<file path="config.mk">
export PLATFORM = sky130hd
export DESIGN_NAME = rabs_ram
export DESIGN_NICKNAME = d
export VERILOG_FILES = /design/src/design/rabs_ram.sv
export SDC_FILE = /design/constraint.sdc
export NUM_CORES = 2
export LEC_CHECK = 0
export BUFFER_PORTS_ARGS = -buffer_cell sky130_fd_sc_hd__clkbuf_2
export CAP_MARGIN = 5
export CORE_ASPECT_RATIO = 1.75
export CORE_MARGIN = 2
export CORE_UTILIZATION = 30
export CTS_CLUSTER_DIAMETER = 200
export DETAILED_ROUTE_END_ITERATION = 12
export GPL_TIMING_DRIVEN = 0
export PLACE_DENSITY = 0.44
export SLEW_MARGIN = 5
export SYNTH_ARGS = -nofsm -noshare
export SYNTH_HDL_FRONTEND = slang
export SYNTH_SLANG_ARGS = --single-unit
</file>
<file path="constraint.sdc">
create_clock -name aclk -period 2.35 [get_ports aclk]
set_input_delay 0 -clock aclk [delete_from_list [all_inputs] [get_ports aclk]]
set_output_delay 0 -clock aclk [all_outputs]
set_load 0.1 [all_outputs]
</file>
<file path="src/design/rabs_ram.sv">
// Generic single-port-write, single-port-read RAM with registered read data.
module rabs_ram #(
    parameter int WIDTH = 8,
    parameter int DEPTH = 256
) (
    input  logic                                        aclk,
    input  logic                                        wr_en,
    input  logic [((DEPTH > 1) ? $clog2(DEPTH) : 1)-1:0] wr_addr,
    input  logic [WIDTH-1:0]                            wr_data,
    input  logic                                        rd_en,
    input  logic [((DEPTH > 1) ? $clog2(DEPTH) : 1)-1:0] rd_addr,
    output logic [WIDTH-1:0]                            rd_data
);

    logic [WIDTH-1:0] mem [DEPTH];

    // Write port.
    always_ff @(posedge aclk) begin
        if (wr_en) begin
            mem[wr_addr] <= wr_data;
        end
    end

    // Registered read port; data holds while no read is issued.
    always_ff @(posedge aclk) begin
        if (rd_en) begin
            rd_data <= mem[rd_addr];
        end
    end

endmodule

</file>
# ---- Yosys cells after proc, flatten, opt, wreduce, memory -nomap -nowiden
# Memories as Yosys holds them, arrays and structs flattened. A register that Yosys moved wholly into a read port is not among the register bits.
# Cells that the tools add are included.
dict set report word_totals {
  regBits 0
  word_cells 3
  ram_bits 2048
  memories 1
  out_inout_bits 8
}
# name depth word_bits rd rd_ports_with_merged_regs write_ports line_no
set memory_table {}
lappend memory_table {mem 256 8 1 1 1 15} ;# logic [WIDTH-1:0] mem [DEPTH];
dict set report classes {
  n_mux 2
}
# operator count
set ops {}
lappend ops {{two-way mux 1 bit} 2}

# ---- Longest topological paths before layout
dict set report logic_depth {
  ltp_word 2
  mapped_depth 11
}

# ---- Worst setup path before layout
# Ideal clock, no wire load.
dict set report synth_path {
  kind {input to register}
  startpoint {input rd_addr[0] (netlist bit)}
  endpoint {register rd_data[2], read port of mem (data pin)}
  arrival_time_ns 1.807
  setup_time_ns 0.269
  t_required_ns 2.081
  cell_stages 9
  setup_slack_ns 0.274
  cell_sequence {buf_6 -> buf_12 -> buf_8 -> buf_2 -> mux4_2 -> a22oi_1 -> a21oi_1 -> nor4_1 -> nor4_2}
}
# element line_no
set synth_lines {}
lappend synth_lines {{start, declared} 11} ;# input logic [((DEPTH > 1) ? $clog2(DEPTH) : 1)-1:0] rd_addr,
lappend synth_lines {{end, declared} 12} ;# output logic [WIDTH-1:0] rd_data

==> results by group <==
Outcome
  • Status: complete, but fails checks
  • Failing checks: capacitance limit, setup timing

Pwr
  • P_sw: around 0.018 W
  • Share of total power in the clock network: 0.401
  • Power Internal: roughly 0.06 W
  • Comb pwr share: 0.067
  • Reg power frac: 0.531
  • Leak pwr: approximately 28 nW
  • Sw Share: 0.232
  • Peak VDD IR: 0.000521 V
  • Pwr Density: a little over 800 nW/um2

Clock network
  • Worst-Skew Late Latency: around 890 ps
  • Root Buffer: clkbuf_16
  • Maximum buffer depth of the clock tree: 4
  • CTS Buf Count: about 190
  • Clock sinks: between 2000 and 2500
  • CTS tree: built
  • CTS clk-pin slew, worst paths: approximately 60 ps
  • H-tree level count: 4

Floorplanning
  • Row cnt: 250
  • # IOs: 35
  • Die H: 686 um
  • Core area: approximately 260000 um2
  • Starting density of the core: 0.301
  • Die ar.: between 200000 and 300000 um2
  • Die width: a little under 400 um

Yosys
  • Syn Nets: 3760
  • Synth Area in Compound Gates: 0.0342
  • Sequential-to-total area share from yosys stat: 0.775
  • Synth Area in Adders: 0
  • Area leader, netlist: edfxtp_1
  • Combinational family with the most area after synthesis: multiplexers
  • Cell count after synthesis: about 3700
  • Mux contribution to synthesized area: 0.146
  • Main synth FF type: edfxtp_1
  • Synth Area in Simple Gates: 0.0263
  • Distinct cell type count after synthesis: 54
  • Share of the synthesized area in the top cell type: 0.775
  • Yosys warns: 0
  • Number of synthesized flops with an enable pin: 2056
  • Mapped Area: 79600 um2
  • Yosys reg bits: just over 2000
  • Synth top area cells: edfxtp_1, mux4_2, mux2i_1, nor2_1, a22oi_1
  • Post-Synth XOR/XNOR Area: 0
  • Fraction of registers with async set/reset: 0
  • Syn avg cell area: 21.3 um2

STA
  • Fmax: 0.369 GHz
  • Setup ws final: -359 ps
  • Clk_skew: between 30 and 40 ps
  • Slew margin rel.: 0.00595
  • Final min period: 2710 ps
  • Setup violations, final: 120
  • Setup_tns: -4300 ps
  • Period Utilization, post-route: 1.15
  • WHS: around 81 ps
  • RSZ-0062 raised after global routing: true
  • Slew of the pin with the lowest slew margin: roughly 1500 ps
  • Final Hold Viols: 0
  • Final Max Tran Viols: 0

Detailed routing
  • Wl on met1: between 90000 and 100000 um
  • Routed WL: 288000 um
  • Initial DRC count: 4104
  • Via density: between 5 and 6
  • Top Layer Used: met5
  • Routed Antenna Nets: 0
  • Initial DRT Pass Iterations: 6
  • WL per Instance: 37.5 um
  • Met3 WL post-DR: ~12000 um
  • Routed met2 length: 155000 um
  • DRC errors left: 0
  • DR vias: between 30000 and 40000

Finish
  • Share of layout cells above drive strength 1: 0.280
  • Synthesis-to-finish area growth: 16.2%
  • Layout Nets: roughly 4000
  • Post-layout util: 0.350
  • FF/Latch Area: a little over 60000 um2
  • Layout fillers: 24900
  • Post-route cell area: about 93000 um2
  • Multi-input logic area: 17600 um2

Global routing
  • Initial antenna violation count: 23
  • Largest net degree at the start of global routing: around 140
  • Vias in the first global route: 41900
  • Gr ovfl total: 0
  • GRT Util Overall: 0.211
  • Global-route wire length before repair: 382000 um

Worst setup path
  • Crit path capture type: flop
  • Setup CP Type: in -> reg
  • Crit start category: input pin
  • CP required: 2920 ps
  • Crit path DAT: 3280 ps
  • CP Max Fanout: 10

Job
  • Max-cap violations: 1

Place
  • Hpwl dp: a little over 200000 um
  • Placed Area: 85100 um2
  • GP Congestion: between 0.9 and 1
  • Number of port buffers: 27

Hold path
  • HP Class: in -> reg
## cell type report
class / count / area share
clock inverter: 100 / 0.00893
clock buffer: 240 / 0.0541
buffer: 231 / 0.0183
antenna: 13 / 0.000352
sequential: 2056 / 0.667
multi-input combinational: 1442 / 0.191
tap: 3528 / 0.0477
inverter: 2 / 0.0000947
timing repair buffer: 81 / 0.0124
## registers in the layout, indices dropped and copies added (netlist names)
register and count:
mem 2048, rd_data 8
## timing repair
action,4_1_cts,5_1_grt
setup buffers,9,0
endpoints found under the setup margin,428,399
pin swaps,17,27
gates cloned,0,0
gates resized for setup,251,103
hold buffers,13,0
endpoints found under the hold margin,736,0
## worst max-delay path: stages
cell	delay, ps
buf_6	240
buf_12	230
buf_12	270
buf_4	490
mux4_2	580
a22oi_2	410
a21oi_1	260
nor4_2	520
nor4_4	130
## synthesized netlist by cell type, types with 2 or more instances
master / number
buf_1: 22
mux4_1: 2
o22ai_1: 28
nand2_1: 33
and3b_1: 2
buf_2: 31
nand3_1: 34
a22oi_1: 133
o21ai_1: 2
o221ai_1: 46
nand4_1: 10
nor4_1: 24
nor4_2: 3
mux4_2: 454
nor3_1: 22
a31oi_1: 2
edfxtp_1: 2056
buf_12: 8
a221oi_1: 13
a21oi_1: 96
buf_8: 13
buf_6: 21
a22o_1: 8
nor2_1: 282
a311oi_1: 2
o211ai_1: 10
nand2b_1: 8
a211oi_1: 16
o32ai_1: 4
nor2b_1: 31
o21ai_0: 10
mux2i_1: 134
and2_1: 6
or2_2: 4
nand3b_1: 2
a2111oi_0: 2
buf_4: 27
clkbuf_1: 111
o22a_1: 5
a2111oi_1: 2
## power groups by stage
stage	clock (W)	combinational [W]	sequential [W]
2_1_floorplan	0	0.00196	0.0414
3_3_place_gp	0	0.00466	0.0415
3_5_place_dp	0	0.00484	0.0412
4_1_cts	0.0311	0.00511	0.0404
5_1_grt	0.0322	0.00524	0.0404
6_report	0.0306	0.00513	0.0404
## layer usage
layer | vias up | GRT usage
met5 | - | 0
met4 | 8 | 0.138
met3 | 502 | 0.0260
met2 | 1360 | 0.390
met1 | 21900 | 0.224
li1 | 16200 | -
## stage by stage
stage / total power (W) / std cells / setup WS [ps]
final: 0.0761 / 7693 / -359
after global routing: 0.0779 / 7682 / -262
after CTS: 0.0766 / 7680 / -408
after detailed placement: 0.0461 / 7320 / -2900
after global placement: 0.0461 / 7288 / -3900
after floorplan: 0.0433 / 3733 / 274
## cell families after synthesis
| group | Yosys count |
|---|---|
| flops | 2056 |
| compound gates | 385 |
| simple gates | 466 |
| mux | 591 |
| buf+inv | 235 |
## cell usage in the layout, fill, tap and decap left out, types with 52 or more instances in the layout
master	Yosys	routed
buf_4	27	52
nor2_1	282	188
clkbuf_2	0	71
a22oi_1	133	122
clkbuf_16	0	193
mux4_2	454	455
clkbuf_1	111	88
nor2_2	0	89
a21oi_1	96	77
edfxtp_1	2056	2056
mux2i_1	134	134
## path summary, 6_finish.rpt
| path | from | slack [ps] | depth (start not counted) | to |
|---|---|---|---|---|
| max | rd_addr[0] | -360 | 9 | rd_data[6]$_DFFE_PP_ |
| min | wr_addr[6] | 80 | 3 | mem[196][4]$_DFFE_PP_ |
| max reg2reg | mem[83][3]$_DFFE_PP_ | -330 | 6 | rd_data[3]$_DFFE_PP_ |
| min reg2reg | mem[33][5]$_DFFE_PP_ | 1390 | 6 | rd_data[5]$_DFFE_PP_ |
(Power assumes the default switching activity.)
