$ cat src/design/rabs_pkg.sv
// Package with the constants, types and gray conversion of the background subtraction unit.
package rabs_pkg;

    // Pixels in one frame and the width of the position counter.
    localparam int FRAME_PIXELS = 307200;
    localparam int POS_W        = (FRAME_PIXELS > 1) ? $clog2(FRAME_PIXELS) : 1;

    // Pixel, rate, configuration data and index widths.
    localparam int PIX_W  = 8;
    localparam int RATE_W = 9;
    localparam int CFG_W  = 9;
    localparam int IDX_W  = 2;

    // Rate one in Q1.8.
    localparam logic [RATE_W-1:0] RATE_ONE = 9'd256;

    // Configuration register indexes.
    localparam logic [IDX_W-1:0] CFG_COLOR_MODE   = 2'd0;
    localparam logic [IDX_W-1:0] CFG_LEARN_RATE   = 2'd1;
    localparam logic [IDX_W-1:0] CFG_FG_THRESHOLD = 2'd2;

    // Reset values of the configuration registers.
    localparam logic              COLOR_MODE_RST   = 1'b0;
    localparam logic [RATE_W-1:0] LEARN_RATE_RST   = 9'd13;
    localparam logic [PIX_W-1:0]  FG_THRESHOLD_RST = 8'd150;

    // BT.601 weights in Q14 with the rounding offset.
    localparam int GRAY_ACC_W = 22;
    localparam logic [GRAY_ACC_W-1:0] GRAY_WB    = 22'd1868;
    localparam logic [GRAY_ACC_W-1:0] GRAY_WG    = 22'd9617;
    localparam logic [GRAY_ACC_W-1:0] GRAY_WR    = 22'd4899;
    localparam logic [GRAY_ACC_W-1:0] GRAY_ROUND = 22'd8192;

    // Settings the update logic needs.
    typedef struct packed {
        logic [RATE_W-1:0] learn_rate;
        logic [PIX_W-1:0]  fg_threshold;
    } upd_cfg_t;

    // Weighted sum of B, G and R; the sum never exceeds 255 after the shift.
    function automatic logic [PIX_W-1:0] to_gray(input logic [PIX_W-1:0] b,
                                                  input logic [PIX_W-1:0] g,
                                                  input logic [PIX_W-1:0] r);
        logic [GRAY_ACC_W-1:0] acc;
        acc = GRAY_WB * GRAY_ACC_W'(b) + GRAY_WG * GRAY_ACC_W'(g)
            + GRAY_WR * GRAY_ACC_W'(r) + GRAY_ROUND;
        return acc[GRAY_ACC_W-1:GRAY_ACC_W-PIX_W];
    endfunction

endpackage

$ cat src/design/rabs_update.sv
// Per-pixel foreground decision and running-average background update.
module rabs_update (
    input  logic [rabs_pkg::PIX_W-1:0] gray,
    input  logic [rabs_pkg::PIX_W-1:0] old_bg,
    input  logic                       loaded,
    input  rabs_pkg::upd_cfg_t         cfg,
    output logic                       foreground,
    output logic [rabs_pkg::PIX_W-1:0] new_bg
);
    import rabs_pkg::*;

    localparam int PROD_W = RATE_W + PIX_W;

    logic [RATE_W-1:0] rate_sat;
    logic [RATE_W-1:0] rate_inv;
    logic [PROD_W-1:0] blend_sum;
    logic [PIX_W-1:0]  diff;

    // Rates above one behave as rate one.
    assign rate_sat = (cfg.learn_rate > RATE_ONE) ? RATE_ONE : cfg.learn_rate;
    assign rate_inv = RATE_ONE - rate_sat;

    // Convex blend of old background and pixel; the sum stays below 2^16.
    assign blend_sum = PROD_W'(rate_inv) * PROD_W'(old_bg)
                     + PROD_W'(rate_sat) * PROD_W'(gray);

    // Absolute difference against the stored background.
    assign diff = (gray >= old_bg) ? (gray - old_bg) : (old_bg - gray);

    // While the first frame loads, the pixel itself becomes the background.
    assign foreground = loaded && (diff > cfg.fg_threshold);
    assign new_bg     = loaded ? blend_sum[2*PIX_W-1:PIX_W] : gray;

endmodule

$ cat config.mk
export PLATFORM = sky130hd
export DESIGN_NAME = rabs_update
export DESIGN_NICKNAME = d
export VERILOG_FILES = /design/src/design/rabs_pkg.sv /design/src/design/rabs_update.sv
export SDC_FILE = /design/constraint.sdc
export NUM_CORES = 1
export LEC_CHECK = 0
export CORE_MARGIN = 2
export CORE_UTILIZATION = 60
export DETAILED_ROUTE_END_ITERATION = 10
export DONT_BUFFER_PORTS = 1
export PLACE_DENSITY = 0.79
export REMOVE_ABC_BUFFERS = 1
export SYNTH_ARGS = -nofsm -noshare
export SYNTH_HDL_FRONTEND = slang
export SYNTH_SLANG_ARGS = --single-unit
$ cat constraint.sdc
create_clock -name vclk -period 10.95
set_input_delay 2.19 -clock vclk [all_inputs]
set_output_delay 2.19 -clock vclk [all_outputs]
set_load 0.005 [all_outputs]
Yosys cells after proc, flatten, opt, wreduce, memory -nomap -nowiden
Cells that the tools add are included.

storage, ports and cells
  flip-flop bits (word level) = 0
  input bits = 34
  output and inout bits = 9

cells by class
  $add $sub $neg = 4
  $mul = 2
  order comparisons = 3
  mux-type cells = 3
  reductions and logical operators = 1

operators with widths
  operator               number
  $mul A9 B8 Y16         2
  $add A16 B16 Y16       1
  $mux W8                2
  $sub A8 B8 Y8          2
  $gt A9 B9 Y1 const B   1
  $mux W9                1
  $sub A9 B9 Y9 const A  1
  $ge A8 B8 Y1           1
  $gt A8 B8 Y1           1
  $logic_and A1 B1 Y1    1

Longest topological paths before layout
Gate-level depths: netlist (run 1).

  word-level depth = 6
  gate-level depth with buffers = 25
  mapped depth without buffers = 24

Worst setup path after synthesis (run 1)
Ideal clock, no wire load.

  kind = input to output
  start point = input port cfg[8] (netlist bit)
  end point = output port new_bg[5] (netlist bit)
  arrival = 8.357 ns
  slack = 0.403 ns
  stages on the path = 24
  cell sequence = nor2b_1 inv_1 clkbuf_1 ha_1 nor2b_1 a21oi_1 nand2_1 fa_1 fa_1 fa_1 inv_1 fa_1 fa_1 inv_1 fa_1 inv_1 ha_1 and3_1 o211ai_1 o221a_2 o21bai_2 a21oi_2 and4b_1 or3_1

on the way
  word-level cells in the longest chain between the ends = 6
  elaborated cells on any way between the ends = 7
  those cells by class = 2 x add/sub; 2 x mul; 1 x order compare; 2 x mux

ends and longest elaborated chain
  element               RTL line           text
  start: declaration    rabs_update.sv:6   input rabs_pkg::upd_cfg_t cfg,
  $gt A9 B9 Y1          rabs_update.sv:20  assign rate_sat = (cfg.learn_rate > RATE_ONE) ? RATE_ONE : cfg.learn_rate;
  $mux W9 (*)           rabs_update.sv:20
  $sub A9 B9 Y9         rabs_update.sv:21  assign rate_inv = RATE_ONE - rate_sat;
  $mul A9 B8 Y16        rabs_update.sv:24  assign blend_sum = PROD_W'(rate_inv) * PROD_W'(old_bg)
  $add A16 B16 Y16 (*)  rabs_update.sv:25  + PROD_W'(rate_sat) * PROD_W'(gray);
  $mux W8 (*)           rabs_update.sv:32  assign new_bg = loaded ? blend_sum[2*PIX_W-1:PIX_W] : gray;
  end: declaration      rabs_update.sv:8   output logic [rabs_pkg::PIX_W-1:0] new_bg

Every way passes the cells marked *; elsewhere a longest branch is shown, timed or not.

Worst setup path after layout (run 1)
Ends and elaborated chain as after synthesis.

==> flow_summary.json, run 1 <==
{
  "final-seq-area_sq_um": 0,
  "cpMostUsedCell": "fa_1",
  "crit_chain": "nor2b_2, nor3_2, nor3b_4, nor3b_2, xnor2_2, nand2_1, fa_1, fa_1, inv_1, fa_1, fa_1, fa_1, inv_1, fa_1, inv_1, ha_1, and3_1, o211ai_1, o221a_2, o21bai_2, a21oi_2, and4b_1, or3_1",
  "drtIter0Drc": 189,
  "start_util_pct": 61.62,
  "die_area_sq_um": 10240,
  "place.gp.congestion": 0.9710,
  "nets": 889,
  "arrival_ns": 8.45,
  "wl_microns": 13490,
  "antenna_found_initial": 0,
  "fin_util_pct": 63.88,
  "critPathMaxStageDelay_ns": 0.54,
  "hold_violations": 0,
  "synth_cells": 669,
  "clkbuf_count": 0,
  "critPathKind": "in -> out",
  "area_growth_pct": 3.665,
  "drcViolationCount": 0,
  "status": "finished clean",
  "setup-violations-final": 0,
  "end_kind": "output port",
  "vdd_ir_drop_max_v": 0.0003652,
  "maxCapViolCount": 0,
  "avgViaCountPerCell": 5.637,
  "rsz0062_at_grt": "false",
  "critPathSlowestCell": "fa_1",
  "powerDensity_nw_per_um2": 257.7,
  "rows": 35,
  "seq_cells": 0,
  "grt_max_degree": 22,
  "worstPathMaxFanout": 8,
  "critPathCapture": "new_bg[5]",
  "dieWidth_microns": 101.2,
  "fmaxAchievable_mhz": 94.02,
  "yosysWarnings": 0,
  "whs_ns": 4.437,
  "drv_slew": 0,
  "nFillCells": 803,
  "pin_count": 43,
  "hold_class": "in -> out",
  "cts_hold_buf": 0,
  "worst_pin_slew_ns": 0.6331,
  "vias": 4363,
  "ys_types": 47,
  "first_pass_iters": 4,
  "gr-total-overflow": 0,
  "cts_setup_buffers": 0,
  "period_share_pct": 97.13,
  "post_drt_wl_per_cell_microns": 17.43,
  "critPathLaunch": "cfg[8]",
  "syn_area_sq_um": 5667,
  "port_buffers": 0,
  "diodes": 0,
  "coreArea_sq_um": 9196,
  "dp_hpwl_microns": 11710,
  "drive_above_1_share_pct": 5.128,
  "slew_headroom_pct": 57.79,
  "crit_path_start_kind": "input port",
  "period_needed_ns": 10.64,
  "leakage_nw": 3.151,
  "ant_nets": 0,
  "fp.dieH_microns": 101.2,
  "grt_pass1_vias": 4857,
  "ys_seq_area_share_pct": 0,
  "cp.required_ns": 8.76,
  "grt_first_pass_wirelength_microns": 22620,
  "avgSynthCellArea_sq_um": 8.470,
  "grt_util_all_layers_pct": 27.95
}
==> logic make-up (layout without fill, tap and decap cells) <==
group | count (synthesis) | after routing | share of synthesized area (%)
AOI/OAI and AO/OA | 52 | 52 | 6.801
muxes | 13 | 13 | 2.363
xor gates and xnor gates | 26 | 26 | 4.018
and+or+nand+nor | 195 | 195 | 17.42
adders and majority gates | 190 | 190 | 56.26
buffers and inverters | 193 | 187 | 13.14
==> worst max-delay path: cells and delay by family <==
family / cells / cell delay (ns)
fa+ha+maj: 7 / 3.40
simple gates: 8 / 1.78
compound gates: 4 / 0.66
xor+xnor: 1 / 0.24
buf+inv: 3 / 0.15
==> where the power goes <==
group          total [W]  leakage, nW  internal (W)  switching, W
sequential             0            0             0             0
clock                  0            0             0             0
combinational    0.00151         3.15      0.000654      0.000860
total            0.00151         3.15      0.000654      0.000860
==> through the flow <==
stage	power (W)	cells	area [sq um]	setup TNS [ns]	setup slack [ns]
after floorplan	0.001171	649	5572	0	0.4500
after global placement	0.001406	774	5816	0	0.1507
after detailed placement	0.001492	774	5816	-0.05331	-0.05331
after CTS	0.001513	774	5822	0	0.01663
after global routing	0.001705	774	5874	0	0.03419
final	0.001514	774	5874	0	0.3141
==> how the worst min path moves through the flow <==
stage | cells past startpoint | slack [ns] | endpoint | start
floorplan | 1 | 4.43 | new_bg[7] | loaded
global placement | 1 | 4.44 | new_bg[7] | loaded
detailed placement | 1 | 4.44 | new_bg[7] | loaded
CTS | 1 | 4.44 | new_bg[7] | loaded
global route | 1 | 4.45 | new_bg[7] | loaded
finish | 1 | 4.44 | new_bg[7] | loaded
==> per-layer routing <==
layer | part of all wire (%) | global-route usage, % | wire length (microns) | vias to the layer above
li1 | - | - | - | 2007
met1 | 38 | 34.28 | 5063 | 2171
met2 | 51 | 49.97 | 6892 | 145
met3 | 6.0 | 2.553 | 809 | 40
met4 | 5.3 | 12.68 | 721 | 0
met5 | 0 | 0 | 0 | -
==> cell usage in the layout, fill, tap and decap left out, drive strengths merged, types with 2 or more instances in the layout <==
cell type | synthesis | final
o31a | 3 | 3
xnor2 | 22 | 22
ha | 82 | 82
nand4 | 3 | 3
buf | 4 | 14
inv | 173 | 173
nor3 | 5 | 5
o21bai | 2 | 2
and4 | 2 | 2
nor3b | 2 | 2
nand2 | 71 | 71
mux2 | 3 | 3
a21o | 8 | 8
nand2b | 2 | 2
fa | 108 | 108
a211oi | 3 | 3
a21oi | 13 | 13
xor2 | 4 | 4
a31oi | 4 | 4
o21ai | 8 | 8
o21a | 2 | 2
nor4 | 2 | 2
and3 | 3 | 3
mux2i | 10 | 10
o221ai | 2 | 2
nor2 | 25 | 25
and2 | 64 | 64
or3 | 3 | 3
nor2b | 10 | 10
==> timing repair <==
action                     CTS  global route
resized for setup            1            10
setup endpoints to repair    1             4
pin swaps                    0             0
==> synth_stat cells (3+ instances only) <==
master	count	area, sq um
nor3_1	5	25.02
nand2_1	71	266.5
inv_1	173	649.4
xor2_1	4	35.03
o31a_1	3	26.28
nor2b_1	10	62.56
a21o_1	8	60.06
a31oi_1	4	25.02
fa_1	108	2162
a211oi_1	3	22.52
nor2_1	25	93.84
o21ai_0	7	35.03
a21oi_1	12	60.06
xnor2_1	22	192.7
mux2_2	3	33.78
nand4_1	3	18.77
mux2i_1	10	100.1
or3_1	3	18.77
and2_1	64	400.4
ha_1	82	1026
clkbuf_1	16	60.06
==> area by class of cell <==
class                           instances  area [sq um]  share of cell area [%]
Multi-Input combinational cell        476          4981                   84.79
Tap cell                              111         138.9                   2.364
Timing Repair Buffer                   14         105.1                   1.789
Inverter                              173         649.4                   11.05
Note: power is estimated with default switching activity, not from simulation.
==> run 2, diff against run 1 <==
--- a/config.mk
+++ b/config.mk
@@ -5,11 +5,13 @@
 export SDC_FILE = /design/constraint.sdc
 export NUM_CORES = 1
 export LEC_CHECK = 0
+export CELL_PAD_IN_SITES_DETAIL_PLACEMENT = 1
+export CELL_PAD_IN_SITES_GLOBAL_PLACEMENT = 1
 export CORE_MARGIN = 2
-export CORE_UTILIZATION = 60
+export CORE_UTILIZATION = 45
 export DETAILED_ROUTE_END_ITERATION = 10
 export DONT_BUFFER_PORTS = 1
-export PLACE_DENSITY = 0.79
+export PLACE_DENSITY_LB_ADDON = 0.1
 export REMOVE_ABC_BUFFERS = 1
 export SYNTH_ARGS = -nofsm -noshare
 export SYNTH_HDL_FRONTEND = slang
==> flow_summary.json, run 2 (synthesized netlist as in run 1, its figures left out) <==
{
  "status": "finished clean",
  "post-place-cells": 836,
  "first_pass_iters": 4,
  "cp.required_ns": 8.76,
  "powerDensity_nw_per_um2": 261.6,
  "wl_microns": 15340,
  "area_growth_pct": 5.100,
  "p_clk_share_pct": 0,
  "vias": 4326,
  "critPathTopFamily": "adder cells",
  "slew_headroom_pct": 58.69,
  "period_needed_ns": 10.63,
  "gr-total-overflow": 0,
  "ant_nets": 0,
  "place_area_sq_um": 5924,
  "final-seq-area_sq_um": 0,
  "final_common_cell": "inv_1",
  "seq_cells": 0,
  "crit_path_start_kind": "input port",
  "die_area_sq_um": 13510,
  "grt_util_all_layers_pct": 24.21,
  "rows": 40,
  "post_drt_wl_per_cell_microns": 18.33,
  "nets": 895,
  "clkbuf_count": 0,
  "cpMostUsedCell": "fa_1",
  "period_share_pct": 97.09,
  "layout_common_cells": "173 x inv_1, 108 x fa_1, 82 x ha_1, 71 x nand2_1, 64 x and2_1",
  "arrival_ns": 8.44,
  "grt_max_degree": 22,
  "critPathMaxStageDelay_ns": 0.53,
  "worst_pin_slew_ns": 0.6195,
  "drtIter0Drc": 184,
  "coreArea_sq_um": 12160,
  "dieWidth_microns": 116.2,
  "vdd_ir_drop_max_v": 0.0003030,
  "drv_slew": 0,
  "pin_count": 43,
  "place.gp.congestion": 0.8609,
  "grt_first_pass_wirelength_microns": 25130,
  "fmaxAchievable_mhz": 94.06,
  "fin_util_pct": 48.97,
  "maxCapViolCount": 0,
  "start_util_pct": 46.59,
  "seq_power_share_pct": 0,
  "hold_class": "in -> out",
  "combPwrFrac_pct": 100.0,
  "end_kind": "output port",
  "antenna_found_initial": 0,
  "grt_pass1_vias": 4980,
  "p_int_w": 0.0006688,
  "drcViolationCount": 0,
  "final_cells": 837,
  "final_cell_area_sq_um": 5956,
  "avgViaCountPerCell": 5.168,
  "power_w": 0.001558,
  "diodes": 0,
  "power_switching_w": 0.0008893,
  "path_buf_inv": 6,
  "drive_above_1_share_pct": 5.082,
  "switching_share_pct": 57.08,
  "tns_ns": 0,
  "port_buffers": 0,
  "dp_hpwl_microns": 13610,
  "hold_violations": 0,
  "worstPathMaxFanout": 5,
  "critPathSlowestCell": "fa_1",
  "critPathKind": "in -> out",
  "setup-violations-final": 0,
  "leakage_nw": 3.164,
  "fp.dieH_microns": 116.2
}
run 2: changes by cell type in the layout (fill, tap and decap cells not counted), sizes merged:
| cell | previous run | this run |
|---|---|---|
| buf | 14 | 20 |
run 2: repair_timing:
| item | 4_1_cts | 5_1_grt |
|---|---|---|
| endpoints found under the setup margin | 0 | 4 |
| buffers inserted | 0 | 1 |
| hold buffers | 0 | 0 |
| hold endpoints to repair | 0 | 0 |
| gates resized for setup | 0 | 5 |
run 2: through the flow:
| step | setup WS (ns) | hold slack [ns] |
|---|---|---|
| final | 0.3183 | 4.429 |
| after global routing | -0.01351 | 4.429 |
| after CTS | 0.06723 | 4.454 |
| after detailed placement | 0.08872 | 4.454 |
| after global placement | 0.2558 | 4.446 |
| after floorplan | 0.4500 | 4.431 |
run 2: layer usage:
layer	part of all wire (%)	vias up	wire length, microns	global-route usage [%]
li1	-	2018	-	-
met1	40	2196	6139	29.06
met2	52	82	8050	45.93
met3	3.7	30	561	2.128
met4	3.8	0	589	7.302
met5	0	-	0	0
run 2: final timing paths:
kind	startpoint	to	slack (ns)	cells after the start
max	cfg[10]	new_bg[5]	0.32	25
min	loaded	new_bg[7]	4.43	1
run 2: final cells by class:
class	instances	area [sq um]
Multi-Input combinational cell	476	4946
Fill cell	1506	6206
Tap cell	168	210.2
Inverter	173	649.4
Timing Repair Buffer	20	150.1
run 2: power by group through the flow:
stage	clock (W)	sequential (W)	combinational, W
6_report	0	0	0.00156
3_3_place_gp	0	0	0.00148
4_1_cts	0	0	0.00158
3_5_place_dp	0	0	0.00158
2_1_floorplan	0	0	0.00117
5_1_grt	0	0	0.00179
